## src/hdl/iafp_pkg.sv

```systemverilog
// Package for the integer ALU with factorial and primality test.
// Holds the command and response word types, operation and status codes.
// No dependencies.
`timescale 1ns / 1ps

package iafp_pkg;

    localparam int FIELD_W   = 32;
    localparam int RESULT_W  = 64;
    localparam int FACT_LIMIT = 20;

    localparam logic [2:0] OP_ADD   = 3'd0;
    localparam logic [2:0] OP_SUB   = 3'd1;
    localparam logic [2:0] OP_MUL   = 3'd2;
    localparam logic [2:0] OP_DIV   = 3'd3;
    localparam logic [2:0] OP_FACT  = 3'd4;
    localparam logic [2:0] OP_PRIME = 3'd5;

    localparam logic [1:0] ST_OK      = 2'd0;
    localparam logic [1:0] ST_DIV0    = 2'd1;
    localparam logic [1:0] ST_OVF     = 2'd2;
    localparam logic [1:0] ST_INVALID = 2'd3;

    typedef struct packed {
        logic [2:0]                kind;
        logic signed [FIELD_W-1:0] operand_a;
        logic signed [FIELD_W-1:0] operand_b;
    } t_cmd;

    typedef struct packed {
        logic signed [RESULT_W-1:0] result;
        logic [1:0]                 status;
        logic                       is_prime;
    } t_rsp;

endpackage

```

## src/hdl/iafp_div.sv

```systemverilog
// Iterative restoring divider for unsigned magnitudes, one quotient bit per cycle.
// Shared by the divide operation and the trial-division primality loop.
// No package dependencies.
`timescale 1ns / 1ps

module iafp_div #(
    parameter int W = 32
) (
    input  logic         i_clk,
    input  logic         i_rst_n,
    input  logic         i_start,
    input  logic [W-1:0] i_dividend,
    input  logic [W-1:0] i_divisor,
    output logic         o_done,
    output logic [W-1:0] o_quo,
    output logic [W-1:0] o_rem
);

    localparam int CW = $clog2(W + 1);

    logic          r_busy, n_busy;
    logic          r_done, n_done;
    logic [CW-1:0] r_cnt, n_cnt;
    logic [W-1:0]  r_rem, n_rem;
    logic [W-1:0]  r_quo, n_quo;
    logic [W-1:0]  r_dvs, n_dvs;
    logic [W:0]    trial;
    logic [W:0]    diff;

    assign trial = {r_rem, r_quo[W-1]};
    assign diff  = trial - {1'b0, r_dvs};

    always_comb begin
        n_busy = r_busy;
        n_done = 1'b0;
        n_cnt  = r_cnt;
        n_rem  = r_rem;
        n_quo  = r_quo;
        n_dvs  = r_dvs;
        if (i_start) begin
            n_busy = 1'b1;
            n_cnt  = CW'(W);
            n_rem  = '0;
            n_quo  = i_dividend;
            n_dvs  = i_divisor;
        end else if (r_busy) begin
            if (!diff[W]) begin
                n_rem = diff[W-1:0];
                n_quo = {r_quo[W-2:0], 1'b1};
            end else begin
                n_rem = trial[W-1:0];
                n_quo = {r_quo[W-2:0], 1'b0};
            end
            n_cnt = r_cnt - CW'(1);
            if (r_cnt == CW'(1)) begin
                n_busy = 1'b0;
                n_done = 1'b1;
            end
        end
    end

    always_ff @(posedge i_clk) begin
        if (!i_rst_n) begin
            r_busy <= 1'b0;
            r_done <= 1'b0;
            r_cnt  <= '0;
        end else begin
            r_busy <= n_busy;
            r_done <= n_done;
            r_cnt  <= n_cnt;
        end
        r_rem <= n_rem;
        r_quo <= n_quo;
        r_dvs <= n_dvs;
    end

    assign o_done = r_done;
    assign o_quo  = r_quo;
    assign o_rem  = r_rem;

endmodule

```

## src/hdl/integer_alu_factorial_primality.sv

```systemverilog
// Top level: integer ALU with factorial and trial-division primality test.
// Depends on iafp_pkg and iafp_div.
//
// One command word per start, one response word per command, shown for one cycle
// with o_done; the receiver cannot stall, and busy stays high while a divide,
// factorial or primality command runs. Add, subtract, multiply, invalid codes and
// flagged cases answer in the cycle after acceptance. Divide runs through the
// shared bit-serial divider and answers once the divider finishes. Factorial uses
// one 64 x 5 multiply per cycle and multiplies by 2 up to a in turn. Primality
// tries divisors d = 2, 3, ... while d*d <= a, each trial running through the
// shared divider, so a prime near 2^31 takes about 46k trials; a composite stops
// at its smallest factor.
`timescale 1ns / 1ps

module integer_alu_factorial_primality #(
    parameter int OPERAND_BITS = 32
) (
    input  logic          i_clk,
    input  logic          i_rst_n,
    input  logic          start,
    input  iafp_pkg::t_cmd i_cmd,
    output logic          busy,
    output logic          o_done,
    output iafp_pkg::t_rsp o_rsp
);

    import iafp_pkg::*;

    localparam int N = OPERAND_BITS;

    localparam logic [2:0] S_IDLE      = 3'd0;
    localparam logic [2:0] S_DIV       = 3'd1;
    localparam logic [2:0] S_FACT      = 3'd2;
    localparam logic [2:0] S_PRIME_CHK = 3'd3;
    localparam logic [2:0] S_PRIME_DIV = 3'd4;

    logic [2:0]  r_state, n_state;
    logic        r_done, n_done;
    t_rsp        r_rsp, n_rsp;
    logic [63:0] r_acc, n_acc;
    logic [4:0]  r_i, n_i;
    logic [4:0]  r_lim, n_lim;
    logic        r_neg, n_neg;
    logic [N-1:0] r_n, n_n;
    logic [N-1:0] r_d, n_d;
    logic [N:0]   r_sq, n_sq;

    logic signed [N-1:0]   a_n, b_n;
    logic signed [63:0]    a_x, b_x;
    logic signed [2*N-1:0] mul_p;
    logic [N-1:0]          a_mag, b_mag;
    logic                  a_is_min;

    logic         div_start;
    logic [N-1:0] div_dvd, div_dvs;
    logic         div_done;
    logic [N-1:0] div_quo, div_rem;

    assign a_n      = i_cmd.operand_a[N-1:0];
    assign b_n      = i_cmd.operand_b[N-1:0];
    assign a_x      = 64'(a_n);
    assign b_x      = 64'(b_n);
    assign mul_p    = a_n * b_n;
    assign a_mag    = a_n[N-1] ? N'(-a_n) : a_n;
    assign b_mag    = b_n[N-1] ? N'(-b_n) : b_n;
    assign a_is_min = (a_n == {1'b1, {(N-1){1'b0}}});

    iafp_div #(
        .W(N)
    ) u_div (
        .i_clk      (i_clk),
        .i_rst_n    (i_rst_n),
        .i_start    (div_start),
        .i_dividend (div_dvd),
        .i_divisor  (div_dvs),
        .o_done     (div_done),
        .o_quo      (div_quo),
        .o_rem      (div_rem)
    );

    always_comb begin
        n_state   = r_state;
        n_done    = 1'b0;
        n_rsp     = r_rsp;
        n_acc     = r_acc;
        n_i       = r_i;
        n_lim     = r_lim;
        n_neg     = r_neg;
        n_n       = r_n;
        n_d       = r_d;
        n_sq      = r_sq;
        div_start = 1'b0;
        div_dvd   = a_mag;
        div_dvs   = b_mag;
        case (r_state)
            S_IDLE: begin
                if (start) begin
                    n_rsp.result   = '0;
                    n_rsp.status   = ST_OK;
                    n_rsp.is_prime = 1'b0;
                    case (i_cmd.kind)
                        OP_ADD: begin
                            n_rsp.result = a_x + b_x;
                            n_done       = 1'b1;
                        end
                        OP_SUB: begin
                            n_rsp.result = a_x - b_x;
                            n_done       = 1'b1;
                        end
                        OP_MUL: begin
                            n_rsp.result = 64'(mul_p);
                            n_done       = 1'b1;
                        end
                        OP_DIV: begin
                            if (b_n == '0) begin
                                n_rsp.status = ST_DIV0;
                                n_done       = 1'b1;
                            end else if (a_is_min && b_n == '1) begin
                                n_rsp.status = ST_OVF;
                                n_done       = 1'b1;
                            end else begin
                                div_start = 1'b1;
                                n_neg     = a_n[N-1] ^ b_n[N-1];
                                n_state   = S_DIV;
                            end
                        end
                        OP_FACT: begin
                            if (a_x > 64'(FACT_LIMIT)) begin
                                n_rsp.result = {1'b0, {63{1'b1}}};
                                n_rsp.status = ST_OVF;
                                n_done       = 1'b1;
                            end else if (a_x < 64'sd2) begin
                                n_rsp.result = 64'sd1;
                                n_done       = 1'b1;
                            end else begin
                                n_acc   = 64'd1;
                                n_i     = 5'd2;
                                n_lim   = a_n[4:0];
                                n_state = S_FACT;
                            end
                        end
                        OP_PRIME: begin
                            if (a_x < 64'sd2) begin
                                n_done = 1'b1;
                            end else begin
                                n_n     = a_n;
                                n_d     = N'(2);
                                n_sq    = (N+1)'(4);
                                n_state = S_PRIME_CHK;
                            end
                        end
                        default: begin
                            n_rsp.status = ST_INVALID;
                            n_done       = 1'b1;
                        end
                    endcase
                end
            end
            S_DIV: begin
                if (div_done) begin
                    n_rsp.result = r_neg ? -64'(div_quo) : 64'(div_quo);
                    n_done       = 1'b1;
                    n_state      = S_IDLE;
                end
            end
            S_FACT: begin
                n_acc = r_acc * 64'(r_i);
                if (r_i == r_lim) begin
                    n_rsp.result = n_acc;
                    n_done       = 1'b1;
                    n_state      = S_IDLE;
                end else begin
                    n_i = r_i + 5'd1;
                end
            end
            S_PRIME_CHK: begin
                div_dvd = r_n;
                div_dvs = r_d;
                if (r_sq > {1'b0, r_n}) begin
                    n_rsp.is_prime = 1'b1;
                    n_done         = 1'b1;
                    n_state        = S_IDLE;
                end else begin
                    div_start = 1'b1;
                    n_state   = S_PRIME_DIV;
                end
            end
            S_PRIME_DIV: begin
                if (div_done) begin
                    if (div_rem == '0) begin
                        n_done  = 1'b1;
                        n_state = S_IDLE;
                    end else begin
                        n_d     = r_d + N'(1);
                        n_sq    = r_sq + {r_d, 1'b1};
                        n_state = S_PRIME_CHK;
                    end
                end
            end
            default: begin
                n_state = S_IDLE;
            end
        endcase
    end

    always_ff @(posedge i_clk) begin
        if (!i_rst_n) begin
            r_state <= S_IDLE;
            r_done  <= 1'b0;
        end else begin
            r_state <= n_state;
            r_done  <= n_done;
        end
        r_rsp <= n_rsp;
        r_acc <= n_acc;
        r_i   <= n_i;
        r_lim <= n_lim;
        r_neg <= n_neg;
        r_n   <= n_n;
        r_d   <= n_d;
        r_sq  <= n_sq;
    end

    assign busy   = (r_state != S_IDLE);
    assign o_done = r_done;
    assign o_rsp  = r_rsp;

    a_no_done_while_busy: assert property (@(posedge i_clk) disable iff (!i_rst_n)
        busy |-> !o_done)
        else $error("response strobe while a command is still running");

    a_accept_progress: assert property (@(posedge i_clk) disable iff (!i_rst_n)
        (start && !busy) |=> (o_done || busy))
        else $error("accepted command neither answered nor running");

    a_div_done_owner: assert property (@(posedge i_clk) disable iff (!i_rst_n)
        div_done |-> (r_state == S_DIV || r_state == S_PRIME_DIV))
        else $error("divider finished with no waiting state");

    a_prime_clean: assert property (@(posedge i_clk) disable iff (!i_rst_n)
        (o_done && o_rsp.is_prime) |-> (o_rsp.result == '0 && o_rsp.status == ST_OK))
        else $error("prime flag with nonzero result or status");

endmodule
```

## config.mk

```make
export PLATFORM = sky130hd
export DESIGN_NAME = integer_alu_factorial_primality
export DESIGN_NICKNAME = d
export VERILOG_FILES = /design/src/hdl/iafp_pkg.sv /design/src/hdl/iafp_div.sv /design/src/hdl/integer_alu_factorial_primality.sv
export SDC_FILE = /design/constraint.sdc
export NUM_CORES = 2
export LEC_CHECK = 0
export BUFFER_PORTS_ARGS = -buffer_cell sky130_fd_sc_hd__buf_4
export CAP_MARGIN = 10
export CORE_AREA = 5 5 478 480
export DETAILED_ROUTE_END_ITERATION = 6
export DIE_AREA = 0 0 483 485
export SLEW_MARGIN = 25
export SYNTH_ARGS = -nofsm -noshare
export SYNTH_HDL_FRONTEND = slang
export SYNTH_SLANG_ARGS = --single-unit
```

## constraint.sdc

```tcl
create_clock -name i_clk -period 28.7 [get_ports i_clk]
set_clock_uncertainty 0.2 [all_clocks]
set_input_delay 5.74 -clock i_clk [delete_from_list [all_inputs] [get_ports i_clk]]
set_output_delay 5.74 -clock i_clk [all_outputs]
set_load 0.02 [all_outputs]
```

==> results.sh <==
export IMPL_layout_common_cells="1265 x fa_1, 1260 x inv_1, 957 x nand2_1"
export IMPL_viasPerCell=5.21
export IMPL_setup_tns_ns=0
export IMPL_synth_area_leaders="fa_1 37%, edfxtp_1 13%, ha_1 7.6%"
export IMPL_io_pins=139
export IMPL_die_area_mm2=0.234
export IMPL_initial_core_util_pct=30.8
export IMPL_synth_seq_cells=347
export IMPL_grt_setup_unrepaired="no"
export IMPL_drv_slew=0
export IMPL_max_stage_delay_ns=0.76
export IMPL_remaining_drc_errors=1
export IMPL_ant_nets=0
export IMPL_endpoint_kind="flip-flop"
export IMPL_yosysTopAreaCellShare_pct=36.8
export IMPL_crit_chain="buf_4, inv_1, nor2_1, fa_1, inv_1, fa_1, fa_1, fa_1, inv_1, fa_1, fa_1, fa_1, fa_1, ha_1, a21o_1, a21oi_1, o21ai_0, a2111oi_2, nor2_1, a31oi_2, o41ai_1, o221ai_1, a2111oi_0, or4_1"
export IMPL_die_x_um=483
export IMPL_synth_cells=7604
export IMPL_max_slew_margin_pct=22.4
export IMPL_cts_hold_buffers=0
export IMPL_grt_start_max_net_pins=89
export IMPL_synth_seq_area_share_pct=14.5
export IMPL_insertion_delay_ns=0.61
export IMPL_yosysWarningCount=0
export IMPL_fmax_ghz=0.0649
export IMPL_setup_viol=0
export IMPL_ys_flop_type="edfxtp_1"
export IMPL_detailedRoute_firstIterationViolations=4884
export IMPL_grt_pass1_wl_um=369000
export IMPL_core_mm2=0.224
export IMPL_critPathMaxFanout=20
export IMPL_tightest_slew_ns=1.15
export IMPL_cp_arrival_ns=15.53
export IMPL_mappedNetlistArea_mm2=0.0688
export IMPL_place_hpwl_um=190000
export IMPL_grt_busiest_layer="met2"
export IMPL_gp_congestion=0.992
export IMPL_syn_nets=9358
export IMPL_post_route_util_pct=33.1
export IMPL_stdcell_area_mm2=0.0741
export IMPL_cp_common_cell="fa_1"
export IMPL_fp_dieH_um=485
export IMPL_fin_crit_ns=15.40
export IMPL_cts_tree="yes"
export IMPL_grt_overflow_total=0
export IMPL_async_reset_ff_share_pct=0
export IMPL_first_pass_iters=7
export IMPL_synth_edf_count=303
export IMPL_grt_util_met1_pct=25.1
export IMPL_whs_ns=0.315
export IMPL_placed_area_mm2=0.0726
export IMPL_drive_above_1_share_pct=4.29
export IMPL_startpoint_type="primary input"
export IMPL_wl_per_cell_um=23.1
export IMPL_required_ns=28.83
export IMPL_cts_path_max_buffers=3
export IMPL_final_hold_violation_count=0
export IMPL_syn2layout_area_growth_pct=7.58
export IMPL_final_common_cell="fa_1"
export IMPL_nets=9197
export IMPL_postCtsSetupRepairBufs=0
export IMPL_gr_usage_met3_pct=2.92
export IMPL_slowest_stage="a2111oi_2"
export IMPL_holdCritPathClass="reg2reg"
export IMPL_antenna_found_initial=25
export IMPL_num_vias=54600
export IMPL_clock_sinks=347
export IMPL_cts_resized=0
export IMPL_h_tree_depth=2
export IMPL_yosysTopAreaCell="fa_1"
export IMPL_cts_buffers_inserted=41
export IMPL_rows=174
export IMPL_grt_util_met2_pct=34.9
export IMPL_wl_um=242000
export IMPL_critPathKind="in2reg"
export IMPL_drv_cap=0
export IMPL_violations="design-rule violations"
export IMPL_grt_pass1_vias=58900
export IMPL_avgSynthCellArea_um2=9.05
export IMPL_root_buffer="clkbuf_16"
export IMPL_synth_cell_type_count=86
export IMPL_grt_usage_pct=20.4
export IMPL_post_route_period_util_pct=53.7
export IMPL_io_buffers=138
export IMPL_path_clk_slew_ns=0.07
export IMPL_fillers=23300
export IMPL_status="finished with violations"
-- final timing paths --
check,from,to,slack [ns],depth (start not counted)
hold / removal,u_div.r_cnt[0],u_div.r_cnt[0],0.31,2
setup reg to reg,r_i[2],o_rsp[43],21.23,19
hold reg to reg,u_div.r_cnt[0],u_div.r_cnt[0],0.31,2
setup / recovery,i_cmd[63],o_rsp[63],13.30,24
-- synthesized netlist by cell type (43+ instances only) --
library cell	n
o31ai_1	43
fa_1	1265
nand4_1	46
xor2_1	129
o21ai_0	287
edfxtp_1	303
a21oi_1	333
o21bai_1	46
dfxtp_1	44
and2_1	588
a211oi_1	49
nor3_1	58
nand2b_1	45
inv_1	1262
xnor2_1	202
a21o_1	96
ha_1	419
clkbuf_1	370
nor2_1	425
nand3_1	74
nand2_1	958
-- per-stage QoR --
| stage | setup WS (ns) | std cells |
|---|---|---|
| 6_report | 13.30 | 10500 |
| 3_3_place_gp | 12.24 | 10400 |
| 3_5_place_dp | 12.90 | 10400 |
| 4_1_cts | 13.48 | 10500 |
| 5_1_grt | 13.23 | 10500 |
| 2_1_floorplan | 14.62 | 7604 |
-- metal layers --
layer  wire length (µm)  vias up  part of all wire [%]
met1              95000    28100                    39
met3              15600      542                   6.4
met5                 27        -                 0.011
met2             117000     2152                    48
li1                   -    23800                     -
met4              14700        4                   6.1
-- kinds of logic after synthesis --
kind of cell / share of synthesized area (%)
AO/OA/AOI/OAI: 10.9
XOR/XNOR: 4.21
AND/OR/NAND/NOR: 16.6
buffers and inverters: 9.07
multiplexers: 0.313
adder cells (fa/ha/maj): 44.4
flip-flops: 14.5
-- cell type report --
class	count	area, µm²	share of cell area, %
Multi-Input combinational cell	5595	52700	71.2
Tap cell	2992	3740	5.05
Clock buffer	45	1070	1.45
Antenna cell	21	52.6	0.0710
Sequential cell	347	9980	13.5
Clock inverter	30	304	0.411
Inverter	1267	4760	6.42
Timing Repair Buffer	191	1430	1.94
-- critical path: cells and delay by family --
kind            cells  cell delay, ns
simple gates        3            1.00
compound gates      8            3.16
fa+ha+maj           9            4.63
buf+inv             4            0.98
-- sequential cells by signal, summed over array words and instances, names as in the netlist, 5 cells and up --
signal,cells
r_i,5
r_n,32
r_acc,64
u_div.o_quo,32
r_d,32
r_lim,5
o_rsp,67
u_div.r_cnt,6
u_div.o_rem,32
r_sq,33
u_div.r_dvs,32
Power is not shown: default switching activity piles up to over one toggle a cycle in this logic, so the estimate is an artifact.
